===== config.mk =====
export PLATFORM = sky130hd
export DESIGN_NAME = incidence_matrix_graph_store_core
export DESIGN_NICKNAME = d
export VERILOG_FILES = /design/src/rtl/imgs_pkg.sv /design/src/rtl/imgs_col_ram.sv /design/src/rtl/incidence_matrix_graph_store_core.sv
export SDC_FILE = /design/constraint.sdc
export NUM_CORES = 1
export LEC_CHECK = 0
export ABC_CLOCK_PERIOD_IN_PS = 2900
export BUFFER_PORTS_ARGS = -buffer_cell sky130_fd_sc_hd__buf_2
export CORE_ASPECT_RATIO = 1.5
export CORE_MARGIN = 2
export CORE_UTILIZATION = 61
export DETAILED_ROUTE_END_ITERATION = 10
export HOLD_SLACK_MARGIN = 0.15
export PLACE_DENSITY = 0.79
export SLEW_MARGIN = 25
export SYNTH_ARGS = -nofsm -noshare
export SYNTH_HDL_FRONTEND = slang
export SYNTH_SLANG_ARGS = --single-unit

===== constraint.sdc =====
create_clock -name clk -period 2.9 [get_ports clk]
set_input_delay 0.58 -clock clk [delete_from_list [all_inputs] [get_ports clk]]
set_output_delay 0.58 -clock clk [all_outputs]
set_load 0.03 [all_outputs]

===== src/rtl/imgs_pkg.sv =====
package imgs_pkg;

  localparam int NUM_VERTICES_DEF = 8;
  localparam int NUM_EDGES_DEF    = 16;

  localparam int CMD_W = 2;
  localparam int VTX_W = 4;
  localparam int EDG_W = 5;
  localparam int DEG_W = 5;

  localparam logic [CMD_W-1:0] CMD_INSERT   = 2'd0;
  localparam logic [CMD_W-1:0] CMD_ADJACENT = 2'd1;
  localparam logic [CMD_W-1:0] CMD_DEGREE   = 2'd2;

  localparam logic [DEG_W-1:0] DEGREE_MAX = 5'd31;

  typedef enum logic [2:0] {
    ST_IDLE = 3'b001,
    ST_SCAN = 3'b010,
    ST_FIN  = 3'b100
  } state_t;

endpackage


===== src/rtl/imgs_col_ram.sv =====
module imgs_col_ram #(
  parameter int DEPTH = imgs_pkg::NUM_EDGES_DEF,
  parameter int WIDTH = imgs_pkg::NUM_VERTICES_DEF,
  localparam int AW = (DEPTH > 1) ? $clog2(DEPTH) : 1
) (
  input  logic             clk,
  input  logic             wr_en,
  input  logic [AW-1:0]    wr_addr,
  input  logic [WIDTH-1:0] wr_data,
  input  logic             rd_en,
  input  logic [AW-1:0]    rd_addr,
  output logic [WIDTH-1:0] rd_data
);

  logic [WIDTH-1:0] mem_r [DEPTH];
  logic [WIDTH-1:0] rd_data_r;

  always_ff @(posedge clk) begin
    if (wr_en) begin
      mem_r[wr_addr] <= wr_data;
    end
  end

  always_ff @(posedge clk) begin
    if (rd_en) begin
      rd_data_r <= mem_r[rd_addr];
    end
  end

  assign rd_data = rd_data_r;

endmodule


===== src/rtl/incidence_matrix_graph_store_core.sv =====
// Vertex-by-edge incidence store. A command word is taken when start is high and busy is
// low. Insert and rejected commands answer in the cycle after acceptance and leave busy
// low. Adjacency and degree queries read one edge column per cycle from the column RAM,
// so they hold busy through ST_SCAN, which walks every edge column, and then ST_FIN,
// where the answer is formed and registered. Each result word appears for one cycle with
// out_valid high; the receiver cannot stall it and must take it then. Column occupancy
// is kept in per-column valid flops cleared by reset, so no clearing pass is needed.
module incidence_matrix_graph_store_core #(
  parameter int NUM_VERTICES = imgs_pkg::NUM_VERTICES_DEF,
  parameter int NUM_EDGES    = imgs_pkg::NUM_EDGES_DEF
) (
  input  logic                       clk,
  input  logic                       rst_n,
  input  logic                       start,
  output logic                       busy,
  input  logic [imgs_pkg::CMD_W-1:0] in_command,
  input  logic [imgs_pkg::VTX_W-1:0] in_vertex_a,
  input  logic [imgs_pkg::VTX_W-1:0] in_vertex_b,
  input  logic [imgs_pkg::EDG_W-1:0] in_edge_index,
  output logic                       out_valid,
  output logic                       out_answer_flag,
  output logic [imgs_pkg::DEG_W-1:0] out_degree_count,
  output logic                       out_range_error
);

  localparam int VW = (NUM_VERTICES > 1) ? $clog2(NUM_VERTICES) : 1;
  localparam int EW = (NUM_EDGES > 1) ? $clog2(NUM_EDGES) : 1;

  imgs_pkg::state_t state_r, state_nxt;

  logic [NUM_EDGES-1:0]       vld_r, vld_nxt;
  logic [EW-1:0]              addr_r, addr_nxt;
  logic                       pend_r, pend_nxt;
  logic                       vq_r;
  logic [imgs_pkg::CMD_W-1:0] cmd_r, cmd_nxt;
  logic [VW-1:0]              va_r, va_nxt;
  logic [VW-1:0]              vb_r, vb_nxt;
  logic                       flag_r, flag_nxt;
  logic [imgs_pkg::DEG_W-1:0] deg_r, deg_nxt;

  logic                       ov_r, ov_nxt;
  logic                       oflag_r, oflag_nxt;
  logic [imgs_pkg::DEG_W-1:0] odeg_r, odeg_nxt;
  logic                       oerr_r, oerr_nxt;

  logic                 wr_en;
  logic [EW-1:0]        wr_addr;
  logic [NUM_VERTICES-1:0] wr_data;
  logic                 rd_en;
  logic [NUM_VERTICES-1:0] rd_data;

  logic accept;
  logic va_bad, vb_bad, e_bad;
  logic [VW-1:0] in_va_idx, in_vb_idx;
  logic [EW-1:0] in_e_idx;
  logic ma, mb;

  imgs_col_ram #(
    .DEPTH (NUM_EDGES),
    .WIDTH (NUM_VERTICES)
  ) u_ram (
    .clk     (clk),
    .wr_en   (wr_en),
    .wr_addr (wr_addr),
    .wr_data (wr_data),
    .rd_en   (rd_en),
    .rd_addr (addr_r),
    .rd_data (rd_data)
  );

  assign busy   = (state_r != imgs_pkg::ST_IDLE);
  assign accept = start && !busy;

  assign va_bad = ({1'b0, in_vertex_a} >= (imgs_pkg::VTX_W + 1)'(NUM_VERTICES));
  assign vb_bad = ({1'b0, in_vertex_b} >= (imgs_pkg::VTX_W + 1)'(NUM_VERTICES));
  assign e_bad  = ({1'b0, in_edge_index} >= (imgs_pkg::EDG_W + 1)'(NUM_EDGES));

  assign in_va_idx = in_vertex_a[VW-1:0];
  assign in_vb_idx = in_vertex_b[VW-1:0];
  assign in_e_idx  = in_edge_index[EW-1:0];

  assign wr_addr = in_e_idx;
  assign wr_data = (NUM_VERTICES'(1) << in_va_idx) | (NUM_VERTICES'(1) << in_vb_idx);

  // marks of the column read last cycle; unwritten columns read as empty
  assign ma = pend_r && vq_r && rd_data[va_r];
  assign mb = pend_r && vq_r && rd_data[vb_r];

  always_comb begin
    state_nxt = state_r;
    vld_nxt   = vld_r;
    addr_nxt  = addr_r;
    pend_nxt  = 1'b0;
    cmd_nxt   = cmd_r;
    va_nxt    = va_r;
    vb_nxt    = vb_r;
    flag_nxt  = flag_r;
    deg_nxt   = deg_r;
    ov_nxt    = 1'b0;
    oflag_nxt = 1'b0;
    odeg_nxt  = '0;
    oerr_nxt  = 1'b0;
    wr_en     = 1'b0;
    rd_en     = 1'b0;

    if (cmd_r == imgs_pkg::CMD_ADJACENT) begin
      flag_nxt = flag_r | (ma & mb);
    end else if (ma && (deg_r != imgs_pkg::DEGREE_MAX)) begin
      deg_nxt = deg_r + 1'b1;
    end

    unique case (state_r)
      imgs_pkg::ST_IDLE: begin
        if (accept) begin
          cmd_nxt  = in_command;
          va_nxt   = in_va_idx;
          vb_nxt   = in_vb_idx;
          flag_nxt = 1'b0;
          deg_nxt  = '0;
          addr_nxt = '0;
          unique case (in_command)
            imgs_pkg::CMD_INSERT: begin
              ov_nxt = 1'b1;
              if (va_bad || vb_bad || e_bad) begin
                oerr_nxt = 1'b1;
              end else if (!vld_r[in_e_idx]) begin
                wr_en             = 1'b1;
                vld_nxt[in_e_idx] = 1'b1;
                oflag_nxt         = 1'b1;
              end
            end
            imgs_pkg::CMD_ADJACENT: begin
              if (va_bad || vb_bad) begin
                ov_nxt   = 1'b1;
                oerr_nxt = 1'b1;
              end else begin
                state_nxt = imgs_pkg::ST_SCAN;
              end
            end
            imgs_pkg::CMD_DEGREE: begin
              if (va_bad) begin
                ov_nxt   = 1'b1;
                oerr_nxt = 1'b1;
              end else begin
                state_nxt = imgs_pkg::ST_SCAN;
              end
            end
            default: begin
              ov_nxt = 1'b1;
            end
          endcase
        end
      end
      imgs_pkg::ST_SCAN: begin
        rd_en    = 1'b1;
        pend_nxt = 1'b1;
        if (addr_r == EW'(NUM_EDGES - 1)) begin
          state_nxt = imgs_pkg::ST_FIN;
        end else begin
          addr_nxt = addr_r + 1'b1;
        end
      end
      imgs_pkg::ST_FIN: begin
        state_nxt = imgs_pkg::ST_IDLE;
        ov_nxt    = 1'b1;
        if (cmd_r == imgs_pkg::CMD_ADJACENT) begin
          oflag_nxt = flag_nxt;
        end else begin
          odeg_nxt = deg_nxt;
        end
      end
      default: begin
        state_nxt = imgs_pkg::ST_IDLE;
      end
    endcase
  end

  always_ff @(posedge clk) begin
    if (!rst_n) begin
      state_r <= imgs_pkg::ST_IDLE;
      vld_r   <= '0;
      pend_r  <= 1'b0;
      ov_r    <= 1'b0;
    end else begin
      state_r <= state_nxt;
      vld_r   <= vld_nxt;
      pend_r  <= pend_nxt;
      ov_r    <= ov_nxt;
    end
  end

  always_ff @(posedge clk) begin
    addr_r  <= addr_nxt;
    vq_r    <= vld_r[addr_r];
    cmd_r   <= cmd_nxt;
    va_r    <= va_nxt;
    vb_r    <= vb_nxt;
    flag_r  <= flag_nxt;
    deg_r   <= deg_nxt;
    oflag_r <= oflag_nxt;
    odeg_r  <= odeg_nxt;
    oerr_r  <= oerr_nxt;
  end

  assign out_valid        = ov_r;
  assign out_answer_flag  = oflag_r;
  assign out_degree_count = odeg_r;
  assign out_range_error  = oerr_r;

endmodule


## Word-level counts from Yosys, hierarchy flattened

Memory sizes are Yosys's and may differ from the RTL's. A register that Yosys moved wholly into a read port is not among the register bits.
Index checks and enable logic that the tools add are counted.

- Add/sub/neg operators: 2
- Magnitude comparators: 8
- Eq/ne operators: 15
- Shift-type cells: 2
- Muxes and demuxes: 43
- Bitwise operators: 7
- Reductions and logical operators: 16

Operators by type and width:

| kind | count |
|---|---|
| $mux 1 | 21 |
| $mux 5 | 4 |
| $or 16x16->16 | 1 |
| $shl 1x3->8 const A | 2 |
| $mux 3 | 4 |
| $pmux 3 s2 | 2 |
| $lt 4x5->1 const B | 2 |
| $reduce_and 5->1 | 2 |
| $bmux 1 s4 | 2 |
| $ge 4x4->1 const B | 2 |
| $lt 3x4->1 const B | 2 |
| $mux 4 | 2 |
| $or 8x8->8 | 1 |
| $pmux 4 s2 | 1 |
| $bmux 1 s3 | 2 |
| $logic_and 1x1->1 | 6 |
| $ne 2x2->1 const B | 3 |
| $ne 3x1->1 const B | 2 |
| $ne 3x3->1 const B | 2 |
| $pmux 1 s2 | 3 |
| $add 5x1->5 const B | 1 |
| $ge 5x5->1 const B | 1 |
| $ne 5x5->1 const B | 1 |
| $add 4x1->4 const B | 1 |
| 19 further kinds | 23 |

- Register bits after elaboration: 47
- Bits in writable memories: 128
- Input port bits: 18
- Output and inout bits: 9
- Logic and storage cells: 108
- Memories: 1

Memories:

| memory | words | bits a word | rd ports | clocked after memory_dff | wr ports | RTL line | text |
|---|---|---|---|---|---|---|---|
| u_ram.mem_r | 16 | 8 | 1 | 1 | 1 | imgs_col_ram.sv:15 | `logic [WIDTH-1:0] mem_r [DEPTH];` |

## Depth between registers and ports, before layout

Gate-level depths: netlist of the first run.

- Depth after elaboration: 9
- Depth in mapped cells: 6

## Cells and area by module

Synthesis of the first run repeated with hierarchy kept, for this count alone.

- Cells, all modules: 447
- Area, all modules: 7566.0 um^2

By module, submodules not included:

| module | times used | cells each | area each (um^2) | sequential area each (um^2) |
|---|---|---|---|---|
| imgs_col_ram | 1 | 229 | 5227.5 | 4083.9 |
| incidence_matrix_graph_store_core | 1 | 218 | 2338.5 | 1061.0 |

## Worst setup path after synthesis of the first run

Ideal clock, no wire load.

- Kind: in2reg
- Start point: input in_command[0] (netlist name)
- End point: memory u_ram.mem_r[13][0] (netlist name) (enable)
- Library setup time: 0.386 ns
- Arrival: 2.193 ns
- Required time: 2.514 ns
- Path slack: 0.321 ns
- Stages on the path: 5
- Path buffers: 0
- Cells stage by stage: inv_1 > ha_1 > nor4b_1 > nand3_1 > nor3_1

- Longest elaborated chain between the ends: 6

Ends and longest elaborated chain:

| what | RTL line | text |
|---|---|---|
| start: declaration | incidence_matrix_graph_store_core.sv:16 | `input logic [imgs_pkg::CMD_W-1:0] in_command,` |
| $logic_not 2->1 | incidence_matrix_graph_store_core.sv:121 | `unique case (in_command)` |
| $mux 1 | incidence_matrix_graph_store_core.sv:121 |  |
| $mux 1 | incidence_matrix_graph_store_core.sv:114 | `if (accept) begin` |
| $mux 1 | incidence_matrix_graph_store_core.sv:112 | `unique case (state_r)` |
| $mux 1 | imgs_col_ram.sv:19 | `if (wr_en) begin` |
| $mux 1 (not written as such) | imgs_col_ram.sv:20 | `mem_r[wr_addr] <= wr_data;` |
| end: declaration | imgs_col_ram.sv:15 |  |

No other way between the ends.

## Final worst setup path of the first run

- Start point: input in_command[0] (netlist name)
- End point: memory u_ram.mem_r[7][1] (netlist name) (enable)

The elaborated chain is that of the path after synthesis.

==> run summary, run 1 <==
Die Height: 140 um
Synth Cell Area: 0.00757 mm^2
Dpl hpwl: 10,600 um
Port Buffer Count: 26
CTS sink count: 183
Synth cell types: 56
Worst slew margin: 40.1%
Count of final hold-check violations: 0
CTS tree: built
LEAKAGE: 0.00289 uW
Die ar.: 0.0133 mm^2
Pwr Total: 5400 uW
Finished Layout Cells: 668
Pint: 4190 uW
Synth warn: 0
Comb power frac: 5.3%
Share of post-route cells with drive strength above 1: 28.5%
Post-Syn Nets: 475
Main flop type after synthesis: edfxtp_1
Core box area: 0.0121 mm^2
Ys async rst share: 0%
Outcome: completed
F_max: 441 MHz
Minimum clock period: 2270 ps
Tot GR Track Use: 25.8%
Top cell type by total area after synthesis: edfxtp_1
Register area share after synthesis: 68.0%
CP required: 3040 ps
CP max-delay cell: or4_4
Worst-path clk slew: 70 ps
Pins over their slew limit: 0
Worst setup path class: in2reg
Placement row count: 49
Pwr/cell area: 626 mW/mm^2
# diodes: 0
Path type of the worst min-delay path: in2reg
RSZ-0062 raised after global routing: no
DRC violations left: 0
CTS Buf Count: 17
Worst-Margin Slew: 899 ps
Iter 0 DRT Violations: 379
Starting density of the core: 62.6%
Yosys top cell area share: 58.7%
Pre-Repair DR Iteration Count: 5
Clk buf depth: 2
Fin nets: 527
Net Sw Frac: 22.5%
Post-route setup TNS: 0 ps
Largest stage delay, worst path: 560 ps
First-pass GRT wire length: 24,500 um
Cts repair resizes: 0
P&R area growth vs syn: 14.1%
Commonest cells post-synth: 148 x edfxtp_1, 43 x mux4_2, 35 x dfxtp_1, 25 x nor2_1, 18 x o21a_1
Ports: 27
Die Width: 94.9 um
Grt ovf: 0
Via count: 4,324
Placer congestion estimate: 0.838
Synth top area cells: edfxtp_1 59%, mux4_2 13%, dfxtp_1 9.3%
WL final: 15,900 um
Vias/cell: 6.47
Maximum vdd drop: 0.436 mV
Most common cell in the netlist: edfxtp_1
Period utilization: 78.1%
Antenna viol nets, final: 0
Vias in the first global route: 4,468
Sequence of cells on the critical path: buf_2, inv_1, ha_1, or4b_1, or4_4, nor2_2, buf_12
Root Driver: clkbuf_16
Avg WL per Cell: 23.8 um
Fillers: 719
Post-synth EDFFs: 148
Critical Path Start Type: input pin
Worst EP arrival: 2400 ps
Synth Register Bits: 183
Setup-violating endpoint count in the final report: 0
Switch Pwr: 1210 uW
Syn_area_per_cell: 16.8 um^2
Worst-Skew Late Latency: 420 ps
Clock power frac: 41.4%
Placed Cells: 635
Reg power frac: 53.2%
Post-CTS Setup Repair Bufs: 0
Final Util: 71.5%
Max FO, Critical Path: 9
Cell count after synthesis: 450
Worst Skew: 12.5 ps
Maxcap violations: 0
Antenna violations before repair: 0
CP Capture Type: flip-flop
Hold Buf Count CTS: 0
Largest net degree at the start of global routing: 40
Htree depth: 4
-- critical path, delay by kind of cell --
kind	cells	cell delay [ps]
adder cells (fa/ha/maj)	1	200
buffers and inverters	3	360
AND/OR/NAND/NOR	3	1240
-- per-stage QoR --
step	cell area, um^2	hold slack (ps)	setup WS [ps]
final	8630	378	635
after global routing	8630	377	437
after CTS	8620	369	656
after detailed placement	8030	474	246
after global placement	8030	455	257
after floorplan	7570	441	321
-- routing by layer --
metal	up-vias	part of all wire, %	track usage, %
met5	-	0	0
met4	0	3.2	11.4
met3	32	4.8	4.90
met1	2234	36	30.1
met2	164	56	45.6
li1	1894	-	-
-- final cells by class --
type	count	area [um^2]	share of cell area [%]
Clock buffer	17	425	4.93
Clock inverter	15	158	1.83
Sequential cell	183	5140	59.6
Multi-Input combinational cell	238	2300	26.7
Inverter	6	22.5	0.261
Tap cell	153	191	2.22
Timing Repair Buffer	56	388	4.49
-- sequential cells by signal (all words and copies together), names as in the netlist, 2 cells and up --
register	flops
vld_r	16
addr_r	4
state_r	3
vb_r	3
u_ram.rd_data	8
cmd_r	2
out_degree_count	5
u_ram.mem_r	128
va_r	3
deg_r	5
-- power by group through the flow --
| stage | Sequential (uW) | Clock [uW] | Combinational, uW |
|---|---|---|---|
| CTS | 2880 | 2270 | 282 |
| detailed placement | 2940 | 0 | 279 |
| finish | 2880 | 2240 | 287 |
| global placement | 2940 | 0 | 267 |
| global route | 2880 | 2360 | 310 |
| floorplan | 2930 | 0 | 182 |
-- worst paths after layout --
check / from / slack [ps] / endpoint / cells after the start
hold reg to reg: flag_r / 480 / flag_r / 2
setup / recovery: in_command[0] / 630 / u_ram.mem_r[7][1] / 7
setup reg to reg: addr_r[0] / 720 / u_ram.rd_data[3] / 5
hold / removal: in_command[1] / 380 / cmd_r[1] / 1
-- cells in the final DEF (no fill, tap or decap), types with 3 or more instances in the layout --
cell,synthesis,final
o21a_1,18,18
nor2_2,3,3
edfxtp_1,148,148
mux4_2,43,43
inv_1,4,4
nand4_1,4,4
nand2_1,16,16
inv_6,0,7
nor2_1,25,25
nand3_1,6,6
a21oi_1,14,14
nor2b_1,12,12
nand2b_1,7,7
a211oi_1,9,9
nor3_1,5,5
nor3_2,4,4
a21boi_1,3,3
o22ai_1,3,3
buf_2,5,26
and2_1,3,3
mux2i_1,14,14
clkbuf_16,0,17
buf_4,1,27
ha_1,7,7
o31ai_1,4,4
dfxtp_1,35,35
-- cells by family (layout without fill, tap and decap cells) --
kind of cell / after synthesis / count (layout) / synth area share [%]
AOI/OAI and AO/OA: 64 / 64 / 5.97
and+or+nand+nor: 107 / 107 / 8.27
adders and majority gates: 7 / 7 / 1.16
muxes: 58 / 58 / 14.8
xor gates and xnor gates: 2 / 2 / 0.232
buffers and inverters: 29 / 94 / 1.57
DFF: 183 / 183 / 68.0
(Power assumes the default switching activity.)
==> run 2, diff against run 1 <==
--- a/config.mk
+++ b/config.mk
@@ -5,7 +5,8 @@
 export SDC_FILE = /design/constraint.sdc
 export NUM_CORES = 1
 export LEC_CHECK = 0
-export ABC_CLOCK_PERIOD_IN_PS = 2900
+export ABC_AREA = 1
+export ABC_CLOCK_PERIOD_IN_PS = 2300
 export BUFFER_PORTS_ARGS = -buffer_cell sky130_fd_sc_hd__buf_2
 export CORE_ASPECT_RATIO = 1.5
 export CORE_MARGIN = 2
==> constraint.sdc (replaced) <==
create_clock -name clk -period 2.3 [get_ports clk]
set_input_delay 0.46 -clock clk [delete_from_list [all_inputs] [get_ports clk]]
set_output_delay 0.46 -clock clk [all_outputs]
set_load 0.03 [all_outputs]
==> run summary, run 2 <==
Post-CTS Setup Repair Bufs: 0 (unchanged)
Port Buffer Count: 26 (unchanged)
WL final: 19,000 um (was 15,900 um)
Share of post-route cells with drive strength above 1: 14.7% (was 28.5%)
Clk buf depth: 2 (unchanged)
Synth top area cells: edfxtp_1 58%, dfxtp_1 9.1%, nor2_1 5.5% (was edfxtp_1 59%, mux4_2 13%, dfxtp_1 9.3%)
Synth warn: 0 (unchanged)
Avg WL per Cell: 19.8 um (was 23.8 um)
Ports: 27 (unchanged)
Syn_area_per_cell: 10.7 um^2 (was 16.8 um^2)
Cts repair resizes: 0 (unchanged)
Fin nets: 816 (was 527)
Root Driver: clkbuf_16 (unchanged)
Worst EP arrival: 2160 ps (was 2400 ps)
Ys async rst share: 0% (unchanged)
Die Width: 95.9 um (was 94.9 um)
F_max: 502 MHz
P&R area growth vs syn: 14.5% (was 14.1%)
Cell count after synthesis: 725 (was 450)
Placement row count: 50 (was 49)
Iter 0 DRT Violations: 863 (was 379)
Most common cell in the netlist: edfxtp_1 (unchanged)
Main flop type after synthesis: edfxtp_1 (unchanged)
Htree depth: 4 (unchanged)
Vias/cell: 6.16 (was 6.47)
Final Instance Area: 0.00885 mm^2 (was 0.00863 mm^2)
DP Area: 0.00831 mm^2 (was 0.00803 mm^2)
Yosys top cell area share: 57.5% (was 58.7%)
Synth cell types: 31 (was 56)
Maximum vdd drop: 0.446 mV (was 0.436 mV)
Via count: 5,911 (was 4,324)
Tot GR Track Use: 29.5% (was 25.8%)
Starting density of the core: 62.1% (was 62.6%)
# diodes: 0 (unchanged)
Setup-violating endpoint count in the final report: 0 (unchanged)
CTS tree: built (unchanged)
Worst-path clk slew: 70 ps (about the same)
Count of final hold-check violations: 0 (unchanged)
CP Capture Type: flip-flop (unchanged)
Max FO, Critical Path: 39 (was 9)
Grt ovf: 0 (unchanged)
CP required: 2470 ps (was 3040 ps)
Largest net degree at the start of global routing: 49 (was 40)
Worst-Skew Late Latency: 430 ps (was 420 ps)
Biggest register: u_ram.mem_r (unchanged)
Antenna violations before repair: 0 (unchanged)
Max reg flops: 128 (unchanged)
Worst-Margin Slew: 666 ps (was 899 ps)
Commonest non-fill, non-tap cells in the layout: 148 x edfxtp_1, 114 x nor2_1, 101 x nand2_1 (was 148 x edfxtp_1, 43 x mux4_2, 35 x dfxtp_1)
Antenna viol nets, final: 0 (unchanged)
Top cell type by total area after synthesis: edfxtp_1 (unchanged)
Placer congestion estimate: 0.953 (was 0.838)
Post-route setup TNS: 0 ps (unchanged)
Post-synth EDFFs: 148 (unchanged)
Register area share after synthesis: 66.6% (was 68.0%)
Vias in the first global route: 5,693 (was 4,468)
LEAKAGE: 0.00328 uW (was 0.00289 uW)
Critical Path Start Type: flip-flop (was input pin)
Pins over their slew limit: 0 (unchanged)
Worst setup path class: reg2reg (was in2reg)
CTS sink count: 183 (unchanged)
Pre-Repair DR Iteration Count: 6 (was 5)
Commonest non-fill, non-tap cell in the layout: edfxtp_1 (unchanged)
Outcome: completed (unchanged)
Post-Syn Nets: 750 (was 475)
RSZ-0062 raised after global routing: no (unchanged)
Minimum clock period: 1990 ps
First-pass GRT wire length: 29,300 um (was 24,500 um)
Pwr/cell area: 909 mW/mm^2 (was 626 mW/mm^2)
Path type of the worst min-delay path: in2reg (unchanged)
Core box area: 0.0124 mm^2 (was 0.0121 mm^2)
DRC violations left: 0 (unchanged)
Pwr Total: 8040 uW (was 5400 uW)
Dpl hpwl: 12,900 um (was 10,600 um)
Die ar.: 0.0136 mm^2 (was 0.0133 mm^2)
Commonest cells post-synth: 148 x edfxtp_1, 114 x nor2_1, 101 x nand2_1, 77 x o21ai_0, 57 x inv_1 (was 148 x edfxtp_1, 43 x mux4_2, 35 x dfxtp_1, 25 x nor2_1, 18 x o21a_1)
Synth Register Bits: 183 (unchanged)
Die Height: 142 um (was 140 um)
Worst Skew: 10.5 ps (was 12.5 ps)
Maxcap violations: 0 (unchanged)
Synth Cell Area: 0.00773 mm^2 (was 0.00757 mm^2)
Hold Buf Count CTS: 0 (unchanged)
CTS Buf Count: 17 (unchanged)
Worst slew margin: 55.6% (was 40.1%)
Period utilization: 86.6%
## run 2: changes by cell type in the layout (fill, tap and decap cells not counted), moves of 19 or more
cell,previous run,this run
nor2_1,25,114
nand2_1,16,101
o21ai_0,2,77
inv_1,4,57
mux4_2,43,0
nand3_1,6,32
buf_4,27,50
o22ai_1,3,26
a21oi_1,14,33
## run 2: layout make-up
type	count	area, um^2
fill	854	3600
clock buffer	20	447
sequential	183	5140
multi-input combinational	448	2200
tap	156	195
clock inverter	12	93.8
timing repair buffer	77	526
inverter	64	240
## run 2: kinds of logic (layout without fill, tap and decap cells)
family                   count (synthesis)  count (layout)  synth area share (%)
flip-flops                             183             183                  66.6
buffers and inverters                   94             173                  4.95
adder cells (fa/ha/maj)                  7               7                  1.13
AO/OA/AOI/OAI                          154             154                  11.2
XOR/XNOR                                 2               2                 0.227
multiplexers                             1               1                 0.130
AND/OR/NAND/NOR                        284             284                  15.8
## run 2: path summary, 6_finish.rpt
path	from	to	slack [ps]	cells after the start
max	addr_r[0]	u_ram.rd_data[6]	310	6
min	rst_n	state_r[0]	240	2
max reg2reg	addr_r[0]	u_ram.rd_data[6]	310	6
min reg2reg	vld_r[15]	vld_r[15]	480	2
## run 2: critical path, stage by stage, from the launching register on
cell and delay [ps]:
edfxtp_1 530, buf_12 240, buf_4 220, o21ai_0 360, o22ai_1 170, nand2_1 90, nand3_1 110
## run 2: where the power goes
part           switching, uW  leakage (uW)  total (uW)  internal, uW
Sequential              63.9       0.00164        3770          3700
Combinational           1120       0.00137        1610           486
Clock                   1240      0.000266        2670          1430
## run 2: per-layer routing
layer  part of all wire [%]  global-route usage (%)
met1                     35                    33.8
met5                      0                       0
met2                     51                    50.3
met4                    6.3                    17.9
met3                    8.1                    5.31
## run 2: metrics by stage
stage | instances | hold slack (ps) | setup WS, ps | utilization [%]
after global routing | 960 | 240 | 172 | 71.1
after detailed placement | 928 | 462 | 48.2 | 66.7
after CTS | 960 | 229 | 347 | 71.1
after global placement | 928 | 443 | 72.9 | 66.7
after floorplan | 725 | 436 | 223 | -
final | 960 | 235 | 309 | 71.1
==> run 3, diff against run 2 <==
--- a/config.mk
+++ b/config.mk
@@ -6,10 +6,10 @@
 export NUM_CORES = 1
 export LEC_CHECK = 0
 export ABC_AREA = 1
-export ABC_CLOCK_PERIOD_IN_PS = 2300
+export ABC_CLOCK_PERIOD_IN_PS = 2210
 export BUFFER_PORTS_ARGS = -buffer_cell sky130_fd_sc_hd__buf_2
 export CORE_ASPECT_RATIO = 1.5
-export CORE_MARGIN = 2
+export CORE_MARGIN = 5
 export CORE_UTILIZATION = 61
 export DETAILED_ROUTE_END_ITERATION = 10
 export HOLD_SLACK_MARGIN = 0.15
==> constraint.sdc (replaced) <==
create_clock -name clk -period 2.21 [get_ports clk]
set_input_delay 0.442 -clock clk [delete_from_list [all_inputs] [get_ports clk]]
set_output_delay 0.442 -clock clk [all_outputs]
set_load 0.03 [all_outputs]
==> run summary, run 3 (synthesis gave the netlist of run 2 again) <==
Worst EP arrival: 2090 ps (was 2160 ps)
P&R area growth vs syn: 14.0% (was 14.5%)
Tot GR Track Use: 26.9% (was 29.5%)
Grt peak-use layer: met2 (unchanged)
Commonest non-fill, non-tap cell in the layout: edfxtp_1 (unchanged)
Cts repair resizes: 0 (unchanged)
Worst-Skew Late Latency: 430 ps (about the same)
CP required: 2330 ps (was 2470 ps)
Vias in the first global route: 5,838 (was 5,693)
Port Buffer Count: 26 (unchanged)
Final worst setup slack: 248 ps (was 309 ps)
Via count: 5,931 (was 5,911)
Pwr/cell area: 937 mW/mm^2 (was 909 mW/mm^2)
Fillers: 857 (was 854)
Finished Layout Cells: 957 (was 960)
Fin nets: 813 (was 816)
Pre-CTS setup slack: -63.7 ps (was 48.2 ps)
Pins over their slew limit: 0 (unchanged)
Pwr Total: 8260 uW (was 8040 uW)
Met1 Use GR: 30.1% (was 33.8%)
Die ar.: 0.0151 mm^2 (was 0.0136 mm^2)
Worst-path clk slew: 70 ps (about the same)
Die Height: 148 um (was 142 um)
Pre-Repair DR Iteration Count: 7 (was 6)
Antenna violations before repair: 0 (unchanged)
CTS Buf Count: 17 (unchanged)
Iter 0 DRT Violations: 766 (was 863)
Placed Cells: 925 (was 928)
Post-CTS Setup Repair Bufs: 0 (unchanged)
Vias/cell: 6.20 (was 6.16)
Critical Path Start Type: flip-flop (unchanged)
Htree depth: 4 (unchanged)
Starting density of the core: 62.1% (unchanged)
Period utilization: 88.8% (was 86.6%)
First-pass GRT wire length: 30,200 um (was 29,300 um)
Commonest non-fill, non-tap cells in the layout: 148 x edfxtp_1, 114 x nor2_1, 101 x nand2_1 (unchanged)
Placement row count: 50 (unchanged)
Placer congestion estimate: 0.913 (was 0.953)
CTS tree: built (unchanged)
Biggest register: u_ram.mem_r (unchanged)
Clk buf depth: 2 (unchanged)
CTS sink count: 183 (unchanged)
Dpl hpwl: 13,000 um (was 12,900 um)
LEAKAGE: 0.00327 uW (was 0.00328 uW)
Minimum clock period: 1960 ps (was 1990 ps)
Setup-violating endpoint count in the final report: 0 (unchanged)
Path type of the worst min-delay path: in2reg (unchanged)
Worst slew margin: 55.4% (was 55.6%)
CP Capture Type: flip-flop (unchanged)
Maximum vdd drop: 0.632 mV (was 0.446 mV)
Count of final hold-check violations: 0 (unchanged)
Hold Buf Count CTS: 0 (unchanged)
Maxcap violations: 0 (unchanged)
RSZ-0062 raised after global routing: no (unchanged)
Min Hold Slack: 236 ps (was 235 ps)
Final Util: 70.7% (was 71.1%)
Die Width: 102 um (was 95.9 um)
Root Driver: clkbuf_16 (unchanged)
Worst-Margin Slew: 668 ps (was 666 ps)
Max FO, Critical Path: 8 (was 39)
Max reg flops: 128 (unchanged)
Antenna viol nets, final: 0 (unchanged)
Largest net degree at the start of global routing: 73 (was 49)
# diodes: 0 (unchanged)
Share of post-route cells with drive strength above 1: 14.4% (was 14.7%)
Worst setup path class: reg2reg (unchanged)
Ports: 27 (unchanged)
Worst Skew: 16.9 ps (was 10.5 ps)
Met2 Use GR: 48.0% (was 50.3%)
WL final: 19,600 um (was 19,000 um)
Avg WL per Cell: 20.5 um (was 19.8 um)
F_max: 510 MHz (was 502 MHz)
Grt ovf: 0 (unchanged)
Global-route met3 utilization: 5.38% (was 5.31%)
DRC violations left: 0 (unchanged)
Core box area: 0.0124 mm^2 (unchanged)
Outcome: completed (unchanged)
run 3: cell types whose count changed in the layout (fill, tap and decap cells not counted):
cell / before / now
buf_12: 1 / 2
buf_4: 50 / 46
clkbuf_1: 2 / 3
clkbuf_8: 1 / 0
clkinv_1: 5 / 4
clkinv_2: 0 / 6
clkinv_4: 4 / 1
clkinvlp_4: 1 / 0
inv_8: 1 / 0
run 3: power breakdown:
group	total, uW	leakage (uW)	internal (uW)	switching (uW)
clock network	2670	0.000263	1430	1230
logic	1680	0.00136	485	1190
registers	3910	0.00164	3850	59.2
run 3: worst paths after layout:
path             startpoint           endpoint  slack [ps]  cells past startpoint
min reg2reg       vld_r[15]          vld_r[15]         470                      2
max reg2reg      state_r[2]  u_ram.mem_r[2][3]         250                      9
max              state_r[2]  u_ram.mem_r[2][3]         250                      9
min          in_vertex_b[0]            vb_r[0]         240                      1
run 3: layout make-up:
class                   count  area (um^2)  area share (%)
flip-flops and latches    183         5140            58.4
inverters                  64          240            2.73
clock buffers              20          437            4.96
multi-input cells         448         2200            25.0
clock inverters            12         75.1           0.852
repair buffers             74          515            5.85
well taps                 156          195            2.22
run 3: per-layer routing:
| layer | vias to the layer above | wire, um |
|---|---|---|
| li1 | 2681 | - |
| met1 | 2764 | 6790 |
| met2 | 395 | 10300 |
| met3 | 91 | 1520 |
| met4 | 0 | 986 |
| met5 | - | 0 |
run 3: per-stage QoR:
stage          area, um^2  TNS, ps
2_1_floorplan        7730        0
3_3_place_gp         8300     -346
6_report             8810        0
5_1_grt              8810        0
3_5_place_dp         8300    -3030
4_1_cts              8810        0
run 3: worst max-delay path: stages (launching register included):
cell and delay (ps):
dfxtp_1 330, nor2_2 140, nand3_1 100, nor3_1 170
nand2_1 90, nor3_2 150, buf_4 160, nand2_1 200
nor2_1 150, buf_4 180
